### src/hdl/ecu_pkg.sv
package ecu_pkg;

    localparam int unsigned SIN_N   = 256;
    localparam int unsigned IDX_W   = $clog2(SIN_N + 1);
    localparam int unsigned POS_W   = 16 + IDX_W;
    localparam logic [16:0] ONE_Q16 = 17'd65536;
    localparam logic [16:0] HALF_Q16 = 17'd32768;
    localparam longint SPRING_Q24   = 64'sd28547775;
    localparam longint SPRING1_Q24  = 64'sd45324991;
    localparam longint OUT_MIN      = -64'sd65536;
    localparam longint OUT_MAX      = 64'sd131071;
    localparam int unsigned Q_DEPTH = 4;
    localparam int unsigned Q_AW    = $clog2(Q_DEPTH);

    localparam logic [3:0] CS_LINEAR     = 4'd0;
    localparam logic [3:0] CS_SINE_OUT   = 4'd1;
    localparam logic [3:0] CS_SINE_IN    = 4'd2;
    localparam logic [3:0] CS_SINE_INOUT = 4'd3;
    localparam logic [3:0] CS_CUBIC_IN   = 4'd4;
    localparam logic [3:0] CS_CUBIC_OUT  = 4'd5;
    localparam logic [3:0] CS_CUBIC_INOUT = 4'd6;
    localparam logic [3:0] CS_BOUNCE_OUT = 4'd7;
    localparam logic [3:0] CS_BOUNCE_IN  = 4'd8;
    localparam logic [3:0] CS_SPRING_IN  = 4'd9;
    localparam logic [3:0] CS_SPRING_OUT = 4'd10;
    localparam logic [3:0] CS_RESET      = CS_CUBIC_INOUT;

    typedef enum logic [2:0] {
        K_LIN,
        K_SIN,
        K_CUB,
        K_BNC,
        K_SPR
    } kind_t;

    // variant codes, meaning depends on kind
    localparam logic [1:0] V_A  = 2'd0;
    localparam logic [1:0] V_B  = 2'd1;
    localparam logic [1:0] V_LO = 2'd2;
    localparam logic [1:0] V_HI = 2'd3;

    typedef struct packed {
        kind_t       kind;
        logic [1:0]  vsel;
        logic [16:0] b;
    } ecu_req_t;

    typedef logic [16:0] rom_t [0:SIN_N];

    // shift-subtract quotient, used only while building the table
    function automatic longint unsigned tbl_udiv(input longint unsigned n,
                                                 input longint unsigned dv);
        longint unsigned q, r;
        q = '0;
        r = '0;
        for (int bp = 63; bp >= 0; bp--) begin
            r = {r[62:0], n[bp]};
            if (r >= dv) begin
                r     = r - dv;
                q[bp] = 1'b1;
            end
        end
        return q;
    endfunction

    function automatic rom_t build_rom();
        rom_t r;
        longint unsigned ang, ang2, term, v;
        longint sum;
        for (int unsigned k = 0; k <= SIN_N; k++) begin
            ang  = (64'd1686629713 * k + SIN_N / 2) / SIN_N;
            ang2 = (ang * ang) >> 30;
            term = ang;
            sum  = longint'(ang);
            for (int unsigned i = 1; i <= 8; i++) begin
                term = (term * ang2) >> 30;
                term = tbl_udiv(term, 64'((2 * i) * (2 * i + 1)));
                if (i % 2 == 1) sum = sum - longint'(term);
                else sum = sum + longint'(term);
            end
            if (sum < 0) sum = 0;
            v = (longint'(sum) + 64'd8192) >> 14;
            if (v > 64'd65536) v = 64'd65536;
            r[k] = v[16:0];
        end
        return r;
    endfunction

    localparam rom_t SIN_ROM = build_rom();

    // round to nearest, ties up
    function automatic logic signed [63:0] rnd_shift(input logic signed [63:0] v,
                                                      input int unsigned n);
        logic signed [63:0] h;
        h = 64'sd1 <<< (n - 1);
        if (v >= 0) return (v + h) >>> n;
        return -(((-v) + h - 64'sd1) >>> n);
    endfunction

endpackage

### src/hdl/ecu_front.sv
module ecu_front (
    input  logic             aclk,
    input  logic             aresetn,
    input  logic             cfg_valid,
    output logic             cfg_ready,
    input  logic [3:0]       cfg_data,
    input  logic [16:0]      progress,
    output ecu_pkg::ecu_req_t req
);
    import ecu_pkg::*;

    logic [3:0]  curve_reg;
    logic [16:0] x;
    logic [16:0] d;

    assign cfg_ready = 1'b1;

    always_ff @(posedge aclk) begin
        if (!aresetn) begin
            curve_reg <= CS_RESET;
        end else if (cfg_valid) begin
            curve_reg <= cfg_data;
        end
    end

    always_comb begin
        x = (progress > ONE_Q16) ? ONE_Q16 : progress;
        d = ONE_Q16 - x;
        req.kind = K_LIN;
        req.vsel = V_A;
        req.b    = x;
        case (curve_reg)
            CS_SINE_OUT: begin
                req.kind = K_SIN;
            end
            CS_SINE_IN: begin
                req.kind = K_SIN;
                req.vsel = V_B;
                req.b    = d;
            end
            CS_SINE_INOUT: begin
                req.kind = K_SIN;
                if (x <= HALF_Q16) begin
                    req.vsel = V_LO;
                    req.b    = ONE_Q16 - {x[15:0], 1'b0};
                end else begin
                    req.vsel = V_HI;
                    req.b    = {x[15:0], 1'b0} - ONE_Q16;
                end
            end
            CS_CUBIC_IN: begin
                req.kind = K_CUB;
            end
            CS_CUBIC_OUT: begin
                req.kind = K_CUB;
                req.vsel = V_B;
                req.b    = d;
            end
            CS_CUBIC_INOUT: begin
                req.kind = K_CUB;
                if (x < HALF_Q16) begin
                    req.vsel = V_LO;
                end else begin
                    req.vsel = V_HI;
                    req.b    = d;
                end
            end
            CS_BOUNCE_OUT: begin
                req.kind = K_BNC;
            end
            CS_BOUNCE_IN: begin
                req.kind = K_BNC;
                req.vsel = V_B;
                req.b    = d;
            end
            CS_SPRING_IN: begin
                req.kind = K_SPR;
            end
            CS_SPRING_OUT: begin
                req.kind = K_SPR;
                req.vsel = V_B;
                req.b    = d;
            end
            default: begin
                req.kind = K_LIN;
            end
        endcase
    end

endmodule

### config.mk
export PLATFORM = sky130hd
export DESIGN_NAME = ecu_front
export DESIGN_NICKNAME = d
export VERILOG_FILES = /design/src/hdl/ecu_pkg.sv /design/src/hdl/ecu_front.sv
export SDC_FILE = /design/constraint.sdc
export NUM_CORES = 1
export LEC_CHECK = 0
export BUFFER_PORTS_ARGS = -buffer_cell sky130_fd_sc_hd__buf_4
export CAP_MARGIN = 30
export CORE_ASPECT_RATIO = 0.6
export CORE_UTILIZATION = 35
export CTS_CLUSTER_SIZE = 12
export DETAILED_ROUTE_END_ITERATION = 10
export GPL_TIMING_DRIVEN = 0
export PLACE_DENSITY = 0.69
export SETUP_SLACK_MARGIN = 0.4
export SLEW_MARGIN = 20
export SYNTH_ARGS = -nofsm -noshare
export SYNTH_HDL_FRONTEND = slang
export SYNTH_SLANG_ARGS = --single-unit
### constraint.sdc
create_clock -name aclk -period 6.2 [get_ports aclk]
set_clock_uncertainty 0.1 [all_clocks]
set_input_delay 0.31 -clock aclk [delete_from_list [all_inputs] [get_ports aclk]]
set_output_delay 0.31 -clock aclk [all_outputs]
set_load 0.01 [all_outputs]
==> impl_metrics.json <==
{
  "synth_seq_cells": 4,
  "ff2ff_path_depth": 3,
  "crit_cells": 18,
  "maxSlewViolCount": 0,
  "clockBufferDepth": 2,
  "synthToLayoutAreaGrowth_pct": 25.4,
  "synth_most_common_cell": "nor2_1",
  "seq_area_frac_synth": 0.0488,
  "p_seq_frac": 0.100,
  "largest_register_ff_count": 4,
  "min_period_ps": 4820,
  "syn_nets": 293,
  "comb_power_share": 0.688,
  "ys_async_sr_fraction": 0,
  "max_freq_mhz": 207,
  "die_area_sq_um": 4970,
  "drtIter0Drc": 354,
  "path_max_fanout": 10,
  "clockPowerShare": 0.212,
  "tns_ps": 0,
  "dp.cells": 368,
  "start_util": 0.381,
  "drt-total-wl_um": 6470,
  "startpoint": "progress[0]",
  "hold_buffers": 0,
  "cp_top_family": "simple AND/OR/NAND/NOR gates",
  "layout-drive-gt1-share": 0.193,
  "num_io_pins": 47,
  "setup_viol": 0,
  "p_per_area_nw_per_um2": 135,
  "grt_overflow": 0,
  "relSlewSlack": 0.381,
  "final_area_sq_um": 2060,
  "rows": 18,
  "core_area_sq_um": 4300,
  "ys_top_cells_by_count": "nor2_1, nand2_1, clkbuf_1, a21oi_1, o21ai_0",
  "sw_frac_of_total": 0.461,
  "synth_top_area_frac": 0.0801,
  "clk_latency_ps": 220,
  "critical_path.startpoint_type": "input pin",
  "yosysWarnings": 0,
  "p_int_mw": 0.150,
  "final_cells": 371,
  "ys_types": 60,
  "die_y_um": 55.0,
  "ir_drop_mv": 0.0531,
  "timing.final.crit_share": 0.778,
  "num_vias": 2319,
  "port_buffers": 40,
  "netlist_top_cells_area": "nor2_1, nand2_1, a21oi_1",
  "leakagePower_nw": 0.803,
  "rr_startpoint": "curve_reg[0]$_SDFFE_PN0P_",
  "netlist_area_sq_um": 1640,
  "grt_usage": 0.268,
  "crit_chain": "buf_4 > or4_1 > clkbuf_1 > or3_1 > buf_2 > o21ai_1 > buf_2 > nand2_1 > ha_1 > or3b_2 > clkbuf_1 > nor3_1 > mux2_2 > nand2_1 > o22ai_1 > a2111oi_0 > a21oi_1 > buf_4",
  "antenna_cells": 0,
  "final_hold_viol_count": 0,
  "clock_sinks": 4,
  "maxCapViolCount": 0,
  "path_buf_inv": 6,
  "r2r_end": "curve_reg[0]$_SDFFE_PN0P_",
  "place_area_sq_um": 2020,
  "fillers": 466,
  "crit_slowest_cell": "or4_1",
  "ctsHtreeMaxLevel": 1,
  "ctsResizeCount": 0,
  "worst_slew_pin_slew_ps": 922,
  "synth-edff-count": 0,
  "yosysTopAreaCell": "nor2_1",
  "netlist_instances": 268,
  "path_clk_slew_ps": 40,
  "first_pass_iters": 6,
  "required_ps": 5790,
  "cts_made_buffers": 3,
  "antenna_found_initial": 0,
  "rrSetupSlack_ps": 5150,
  "grt_pass1_vias": 1893,
  "cp_data_arrival_time_ps": 4410,
  "wl_per_cell_um": 17.4,
  "cts_tree": "built",
  "die_w_um": 90.4,
  "viasPerCell": 6.25,
  "criticalPathCategory": "input pin to output port",
  "synth_area_per_cell_sq_um": 6.12,
  "netSwitchingPower_mw": 0.128,
  "crit_end": "req[7]",
  "gp_congestion": 1.01,
  "synth_ff_type": "dfxtp_1",
  "hold_class": "input pin to register",
  "hpwlAfterDp_um": 5010,
  "end_kind": "output port",
  "cts_setup_buffers": 0,
  "grt_pass1_wl_um": 10200,
  "final_antenna_net_count": 0,
  "cts_root_buffer": "clkbuf_8",
  "grt_setup_unrepaired": "false",
  "grt_max_degree": 11,
  "slowest_delay_ps": 500,
  "fin_nets": 338,
  "drcViolationCount": 0,
  "outcome": "complete, no violations"
}
final cells by class:
type / count / area (sq um) / share of cell area
inverter: 4 / 15.0 / 0.00730
multi-input combinational: 233 / 1420 / 0.690
clock buffer: 3 / 41.3 / 0.0201
tap: 60 / 75.1 / 0.0365
timing repair buffer: 40 / 300 / 0.146
buffer: 27 / 125 / 0.0608
sequential: 4 / 80.1 / 0.0389
routing by layer:
metal | wire length [um] | up-vias | global-route usage
li1 | - | 1090 | -
met1 | 2960 | 1031 | 0.393
met2 | 2410 | 189 | 0.398
met3 | 1030 | 9 | 0.0669
met4 | 68 | 0 | 0.0430
met5 | 0 | - | 0
kinds of logic (layout without fill, tap and decap cells):
group | after synthesis | in the layout | synth area share
other | 1 | 1 | 0.00229
muxes | 5 | 5 | 0.0313
adders and majority gates | 1 | 1 | 0.00763
buffers and inverters | 31 | 74 | 0.0854
xor gates and xnor gates | 11 | 11 | 0.0633
and+or+nand+nor | 132 | 132 | 0.424
DFF | 4 | 4 | 0.0488
AOI/OAI and AO/OA | 83 | 83 | 0.337
worst register-to-register path, delay by kind of cell (launching register included):
kind | cells | cell delay [ps]
muxes | 1 | 130
and+or+nand+nor | 1 | 110
DFF | 1 | 290
buffers and inverters | 1 | 350
worst min-delay path by stage:
| stage | from | to | cells after the start |
|---|---|---|---|
| after floorplan | aresetn | curve_reg[1]$_SDFFE_PN1P_ | 1 |
| after global placement | aresetn | curve_reg[1]$_SDFFE_PN1P_ | 2 |
| after detailed placement | aresetn | curve_reg[2]$_SDFFE_PN1P_ | 2 |
| after CTS | aresetn | curve_reg[1]$_SDFFE_PN1P_ | 2 |
| after global routing | aresetn | curve_reg[1]$_SDFFE_PN1P_ | 2 |
| final | aresetn | curve_reg[1]$_SDFFE_PN1P_ | 2 |
through the flow:
step                 util  total power, mW  setup WS [ps]  hold slack, ps
finish              0.478            0.279           1380             172
global route        0.478            0.299           1150             181
CTS                 0.478            0.274           1480             172
detailed placement  0.469            0.215           1480             408
global placement    0.469            0.215           1460             400
floorplan               -            0.142           2170             272
power by group through the flow:
stage	Sequential, mW	Clock, mW	Combinational [mW]
after floorplan	0.0281	0	0.114
after global placement	0.0282	0	0.187
after detailed placement	0.0283	0	0.187
after CTS	0.0279	0.0591	0.187
after global routing	0.0281	0.0626	0.209
final	0.0279	0.0590	0.192
cell usage in the layout (no fill, tap or decap), drive strengths merged, types with 4 or more instances in the layout:
cell    Yosys  routed
clkbuf     20      23
o22ai       6       6
mux2i       4       4
nor4        6       6
o21ai      16      16
xor2        4       4
o41ai       4       4
a31oi       5       5
nand3       7       7
buf         7      47
inv         4       4
o211ai      4       4
nand2      27      27
nor2       35      35
or4         7       7
xnor2       7       7
nor2b       6       6
a21oi      19      19
nand2b      8       8
nor3       14      14
dfxtp       4       4
Power figures use the tool's default switching activity.
