==> src/hdl/ecu_pkg.sv <==
package ecu_pkg;

    localparam int unsigned SIN_N   = 256;
    localparam int unsigned IDX_W   = $clog2(SIN_N + 1);
    localparam int unsigned POS_W   = 16 + IDX_W;
    localparam logic [16:0] ONE_Q16 = 17'd65536;
    localparam logic [16:0] HALF_Q16 = 17'd32768;
    localparam longint SPRING_Q24   = 64'sd28547775;
    localparam longint SPRING1_Q24  = 64'sd45324991;
    localparam longint OUT_MIN      = -64'sd65536;
    localparam longint OUT_MAX      = 64'sd131071;
    localparam int unsigned Q_DEPTH = 4;
    localparam int unsigned Q_AW    = $clog2(Q_DEPTH);

    localparam logic [3:0] CS_LINEAR     = 4'd0;
    localparam logic [3:0] CS_SINE_OUT   = 4'd1;
    localparam logic [3:0] CS_SINE_IN    = 4'd2;
    localparam logic [3:0] CS_SINE_INOUT = 4'd3;
    localparam logic [3:0] CS_CUBIC_IN   = 4'd4;
    localparam logic [3:0] CS_CUBIC_OUT  = 4'd5;
    localparam logic [3:0] CS_CUBIC_INOUT = 4'd6;
    localparam logic [3:0] CS_BOUNCE_OUT = 4'd7;
    localparam logic [3:0] CS_BOUNCE_IN  = 4'd8;
    localparam logic [3:0] CS_SPRING_IN  = 4'd9;
    localparam logic [3:0] CS_SPRING_OUT = 4'd10;
    localparam logic [3:0] CS_RESET      = CS_CUBIC_INOUT;

    typedef enum logic [2:0] {
        K_LIN,
        K_SIN,
        K_CUB,
        K_BNC,
        K_SPR
    } kind_t;

    // variant codes, meaning depends on kind
    localparam logic [1:0] V_A  = 2'd0;
    localparam logic [1:0] V_B  = 2'd1;
    localparam logic [1:0] V_LO = 2'd2;
    localparam logic [1:0] V_HI = 2'd3;

    typedef struct packed {
        kind_t       kind;
        logic [1:0]  vsel;
        logic [16:0] b;
    } ecu_req_t;

    typedef logic [16:0] rom_t [0:SIN_N];

    // shift-subtract quotient, used only while building the table
    function automatic longint unsigned tbl_udiv(input longint unsigned n,
                                                 input longint unsigned dv);
        longint unsigned q, r;
        q = '0;
        r = '0;
        for (int bp = 63; bp >= 0; bp--) begin
            r = {r[62:0], n[bp]};
            if (r >= dv) begin
                r     = r - dv;
                q[bp] = 1'b1;
            end
        end
        return q;
    endfunction

    function automatic rom_t build_rom();
        rom_t r;
        longint unsigned ang, ang2, term, v;
        longint sum;
        for (int unsigned k = 0; k <= SIN_N; k++) begin
            ang  = (64'd1686629713 * k + SIN_N / 2) / SIN_N;
            ang2 = (ang * ang) >> 30;
            term = ang;
            sum  = longint'(ang);
            for (int unsigned i = 1; i <= 8; i++) begin
                term = (term * ang2) >> 30;
                term = tbl_udiv(term, 64'((2 * i) * (2 * i + 1)));
                if (i % 2 == 1) sum = sum - longint'(term);
                else sum = sum + longint'(term);
            end
            if (sum < 0) sum = 0;
            v = (longint'(sum) + 64'd8192) >> 14;
            if (v > 64'd65536) v = 64'd65536;
            r[k] = v[16:0];
        end
        return r;
    endfunction

    localparam rom_t SIN_ROM = build_rom();

    // round to nearest, ties up
    function automatic logic signed [63:0] rnd_shift(input logic signed [63:0] v,
                                                      input int unsigned n);
        logic signed [63:0] h;
        h = 64'sd1 <<< (n - 1);
        if (v >= 0) return (v + h) >>> n;
        return -(((-v) + h - 64'sd1) >>> n);
    endfunction

endpackage

==> src/hdl/ecu_queue.sv <==
module ecu_queue (
    input  logic             aclk,
    input  logic             aresetn,
    input  logic             push,
    input  ecu_pkg::ecu_req_t push_data,
    output logic             full,
    input  logic             pop,
    output logic             empty,
    output ecu_pkg::ecu_req_t pop_data
);
    import ecu_pkg::*;

    ecu_req_t           mem_reg [0:Q_DEPTH-1];
    logic [Q_AW-1:0]    wr_reg;
    logic [Q_AW-1:0]    rd_reg;
    logic [Q_AW:0]      cnt_reg;
    logic               do_push;
    logic               do_pop;

    assign full     = (cnt_reg == (Q_AW + 1)'(Q_DEPTH));
    assign empty    = (cnt_reg == '0);
    assign do_push  = push && !full;
    assign do_pop   = pop && !empty;
    assign pop_data = mem_reg[rd_reg];

    always_ff @(posedge aclk) begin
        if (do_push) begin
            mem_reg[wr_reg] <= push_data;
        end
    end

    always_ff @(posedge aclk) begin
        if (!aresetn) begin
            wr_reg  <= '0;
            rd_reg  <= '0;
            cnt_reg <= '0;
        end else begin
            if (do_push) wr_reg <= wr_reg + 1'b1;
            if (do_pop) rd_reg <= rd_reg + 1'b1;
            if (do_push && !do_pop) cnt_reg <= cnt_reg + 1'b1;
            else if (do_pop && !do_push) cnt_reg <= cnt_reg - 1'b1;
        end
    end

endmodule

==> config.mk <==
export PLATFORM = sky130hd
export DESIGN_NAME = ecu_queue
export DESIGN_NICKNAME = d
export VERILOG_FILES = /design/src/hdl/ecu_pkg.sv /design/src/hdl/ecu_queue.sv
export SDC_FILE = /design/constraint.sdc
export NUM_CORES = 1
export LEC_CHECK = 0
export BUFFER_PORTS_ARGS = -buffer_cell sky130_fd_sc_hd__buf_4
export CAP_MARGIN = 30
export CORE_MARGIN = 4
export CORE_UTILIZATION = 55
export CTS_BUF_LIST = sky130_fd_sc_hd__clkbuf_2
export DETAILED_ROUTE_END_ITERATION = 10
export PLACE_DENSITY = 0.89
export SYNTH_ARGS = -nofsm -noshare
export SYNTH_HDL_FRONTEND = slang
export SYNTH_SLANG_ARGS = --single-unit
==> constraint.sdc <==
create_clock -name aclk -period 3.1 [get_ports aclk]
set_clock_uncertainty 0.2 [all_clocks]
set_input_delay 0.155 -clock aclk [delete_from_list [all_inputs] [get_ports aclk]]
set_output_delay 0.155 -clock aclk [all_outputs]
set_load 0.05 [all_outputs]
==> PnR_summary.wiki <==
{| class="wikitable"
! Metric !! Value
|-
| Required time of the critical path || 2.74 ns
|-
| Synthesis Warnings || 0
|-
| Core Rows || 29
|-
| Combined area of the multi-input logic cells || 778 sq um
|-
| Net count reported at finish || 279
|-
| Synthesized area divided by synthesized cell count || 22.6 sq um
|-
| Result of the run || completed
|-
| Number of enable flip-flop cells after synthesis || 88
|-
| Kind of launch point of the worst setup path || flop
|-
| Data arrival time at the worst-slack endpoint || 2.26 ns
|-
| Number of buffers added for setup after CTS || 0
|-
| Synthesized instance count || 162
|-
| Pin count of the biggest net entering global routing || 23
|-
| Final setup violation count || 0
|-
| Switching pwr || 1.33 mW
|-
| Slew Limit Fails || 0
|-
| Cells along the critical path || mux4_2 > buf_4
|-
| Reported max-cap violation count || 0
|-
| Max frequency || 383 MHz
|-
| Final weighted congestion of routability-driven global placement || 0.745
|-
| Residual antenna-violating net count after detailed routing || 0
|-
| Total Routing Usage GR || 0.165
|-
| Final period demand of the worst path || 2.61 ns
|-
| Detailed-route wire length || 6020 um
|-
| Highest net fanout along the worst path || 22
|-
| Sequential Power Share || 0.474
|-
| Net Sw Frac || 0.365
|-
| Main flop type after synthesis || sky130_fd_sc_hd__edfxtp_1
|-
| Total number of H-tree levels || 3
|-
| Worst min-delay path class || in2reg
|-
| Area of the placeable core || 0.00642 sq mm
|-
| I/O Pins || 50
|-
| Static Leak || 1.57 nW
|-
| Number of flip-flops in the largest register || 88
|-
| Slowest CP cell || sky130_fd_sc_hd__dfxtp_2
|-
| Share of post-route cells with drive strength above 1 || 0.373
|-
| Clock tree from TritonCTS || built
|-
| Final setup TNS || 0 ns
|-
| Maximum resistive drop on vdd || 525 uV
|-
| Signed area change from the synthesized netlist to the final layout || 22.7%
|-
| Clk pwr share || 0.157
|-
| Unrepaired setup endpoints after global routing || no
|-
| Critical path capture point type || output port
|-
| Logic pwr share || 0.369
|-
| Initial core utilization || 0.570
|-
| Longest individual stage delay on the worst path || 0.91 ns
|-
| Transition time of the tightest slew-check pin || 0.806 ns
|-
| Area enclosed by the die boundary || 0.00802 sq mm
|-
| Number of distinct library cells after synthesis || 22
|-
| Async set-or-reset flop fraction in the synthesized netlist || 0
|-
| Power per Cell Area || 813 mW/mm^2
|-
| WL/cell || 18.3 um
|-
| Initial antenna violation count || 0
|-
| Clock tree sinks || 97
|-
| Vias || 1742
|-
| Number of inserted filler cells in the final layout || 405
|-
| Largest delay share family, worst path || flip-flops
|-
| Detailed-routing iteration count for the pre-antenna-repair pass || 4
|-
| Ant diodes || 0
|-
| WS Path Type || reg2out
|-
| CTS clock-pin slew for the worst setup and hold paths || 0.24 ns
|-
| Clock latency at the later pin of the worst-skew pair || 0.50 ns
|-
| Final Hold Fails || 0
|-
| Dominant cell by count in the synthesized netlist || sky130_fd_sc_hd__edfxtp_1
|-
| Gates resized, CTS repair || 0
|-
| Internal power component || 2.32 mW
|-
| Count of buffers inserted at the top-level ports || 49
|-
| Clock tree root buffer cell || sky130_fd_sc_hd__clkbuf_2
|-
| Cell accounting for the most synthesized area || sky130_fd_sc_hd__edfxtp_1
|-
| Final global-route overflow total || 0
|-
| Clk buf depth || 2
|-
| Die Span Y || 89.6 um
|-
| Post-Synthesis Net Count || 194
|-
| Critical path buffer and inverter count || 1
|-
| Routed vias/inst || 5.29
|-
| Cells taking the most area after synthesis || sky130_fd_sc_hd__edfxtp_1 72%, sky130_fd_sc_hd__mux4_2 14%, sky130_fd_sc_hd__dfxtp_1 4.9%
|-
| Pwr Total || 3.65 mW
|-
| Sequential fraction of the synthesis area || 0.771
|-
| Detailed placer's ending HPWL || 3710 um
|-
| TritonCTS Buffers || 9
|-
| Most frequent cells after synthesis || 88 x sky130_fd_sc_hd__edfxtp_1, 22 x sky130_fd_sc_hd__mux4_2, 9 x sky130_fd_sc_hd__dfxtp_1
|-
| Final cycle utilization of the critical path || 0.842
|-
| Number of buffers added to fix hold violations after cts || 26
|-
| Initial DRC count || 133
|-
| Top cell type's share of synthesized area || 0.722
|-
| Post-synthesis instance area || 0.00366 sq mm
|-
| #FFs+latches synth || 97
|-
| Remaining design rule violation count || 0
|-
| Number of global-route vias before repair || 1902
|-
| First-pass GRT wire length || 9310 um
|-
| Storage cell area || 0.00282 sq mm
|-
| Horizontal die dimension || 89.6 um
|-
| Max_slew headroom || 0.463
|}
-- final timing paths --
| check | start | endpoint | slack (ns) | cells after the start |
|---|---|---|---|---|
| hold reg to reg | wr_reg[0]$_SDFFE_PN0P_ | wr_reg[0]$_SDFFE_PN0P_ | 0.32 | 2 |
| setup reg to reg | cnt_reg[0]$_SDFFE_PN0P_ | cnt_reg[2]$_SDFFE_PN0P_ | 0.55 | 8 |
| hold / removal | push_data[2] | mem_reg[3][2]$_DFFE_PP_ | 0.17 | 2 |
| setup / recovery | flop | pop_data[6] | 0.49 | 2 |
-- cell usage in the layout, fill, tap and decap left out --
master                          Yosys  final
sky130_fd_sc_hd__and2_1             8      8
sky130_fd_sc_hd__o21ai_0            1      1
sky130_fd_sc_hd__nor2b_1            2      2
sky130_fd_sc_hd__inv_1              3      3
sky130_fd_sc_hd__dfxtp_2            0      1
sky130_fd_sc_hd__clkbuf_2           0     10
sky130_fd_sc_hd__bufinv_16          0      1
sky130_fd_sc_hd__nand2_1            4      4
sky130_fd_sc_hd__or3_1              1      1
sky130_fd_sc_hd__xnor2_1            3      3
sky130_fd_sc_hd__inv_6              0      1
sky130_fd_sc_hd__dfxtp_1            9      8
sky130_fd_sc_hd__nor3_1             1      1
sky130_fd_sc_hd__o31ai_2            1      1
sky130_fd_sc_hd__clkinvlp_4         0      2
sky130_fd_sc_hd__fa_1               1      1
sky130_fd_sc_hd__dlygate4sd3_1      0     26
sky130_fd_sc_hd__nor3b_2            1      1
sky130_fd_sc_hd__buf_4              0     54
sky130_fd_sc_hd__edfxtp_1          88     88
sky130_fd_sc_hd__ha_1               5      5
sky130_fd_sc_hd__a21boi_1           1      1
sky130_fd_sc_hd__mux2i_1            3      3
sky130_fd_sc_hd__clkinv_1           0      1
sky130_fd_sc_hd__xor2_1             1      1
sky130_fd_sc_hd__o311ai_1           1      1
sky130_fd_sc_hd__mux4_2            22     22
sky130_fd_sc_hd__clkinv_4           0      1
-- kinds of logic (layout without fill, tap and decap cells) --
logic type / Yosys count / in the layout / share of synthesized area
flip-flops: 97 / 97 / 0.771
adder cells (fa/ha/maj): 6 / 6 / 0.0226
multiplexers: 25 / 25 / 0.144
AND/OR/NAND/NOR: 17 / 17 / 0.0277
AO/OA/AOI/OAI: 4 / 4 / 0.00923
XOR/XNOR: 4 / 4 / 0.00957
buffers and inverters: 9 / 99 / 0.0161
-- metal layers --
metal | vias up | GRT usage | wire (um)
li1 | 826 | - | -
met1 | 871 | 0.210 | 2510
met2 | 40 | 0.274 | 3200
met3 | 5 | 0.0283 | 248
met4 | 0 | 0.0825 | 59
met5 | - | 0 | 0
-- power by group through the flow --
stage          logic (mW)  registers [mW]  clock network [mW]
5_1_grt              1.42            1.76               0.657
3_3_place_gp         1.31            1.76                   0
6_report             1.35            1.73               0.574
4_1_cts              1.36            1.74               0.593
2_1_floorplan        1.06            1.68                   0
3_5_place_dp         1.32            1.77                   0
-- metrics by stage --
stage	cells	hold slack, ns	cell area, sq um	setup slack [ns]	utilization
after floorplan	162	0.0539	3660	0.534	-
after global routing	329	0.115	4490	0.288	0.699
final	329	0.166	4490	0.489	0.699
after global placement	287	0.156	4120	0.647	0.641
after detailed placement	287	0.159	4120	0.541	0.641
after CTS	329	0.127	4490	0.399	0.699
-- worst reg2reg max path: stages, from the launching register on --
cell and delay, ns:
sky130_fd_sc_hd__dfxtp_1 0.54, sky130_fd_sc_hd__nor3b_2 0.09, sky130_fd_sc_hd__nor2b_1 0.39, sky130_fd_sc_hd__ha_1 0.26, sky130_fd_sc_hd__inv_1 0.06, sky130_fd_sc_hd__fa_1 0.37
sky130_fd_sc_hd__xor2_1 0.15, sky130_fd_sc_hd__or3_1 0.30, sky130_fd_sc_hd__a21boi_1 0.14
-- layout make-up --
cell class / count / area share
clock inverters: 6 / 0.0148
inverters: 3 / 0.00251
flip-flops and latches: 97 / 0.629
clock buffers: 10 / 0.0111
multi-input cells: 56 / 0.173
well taps: 77 / 0.0214
repair buffers: 80 / 0.148
Note: power is estimated with default switching activity, not from simulation.
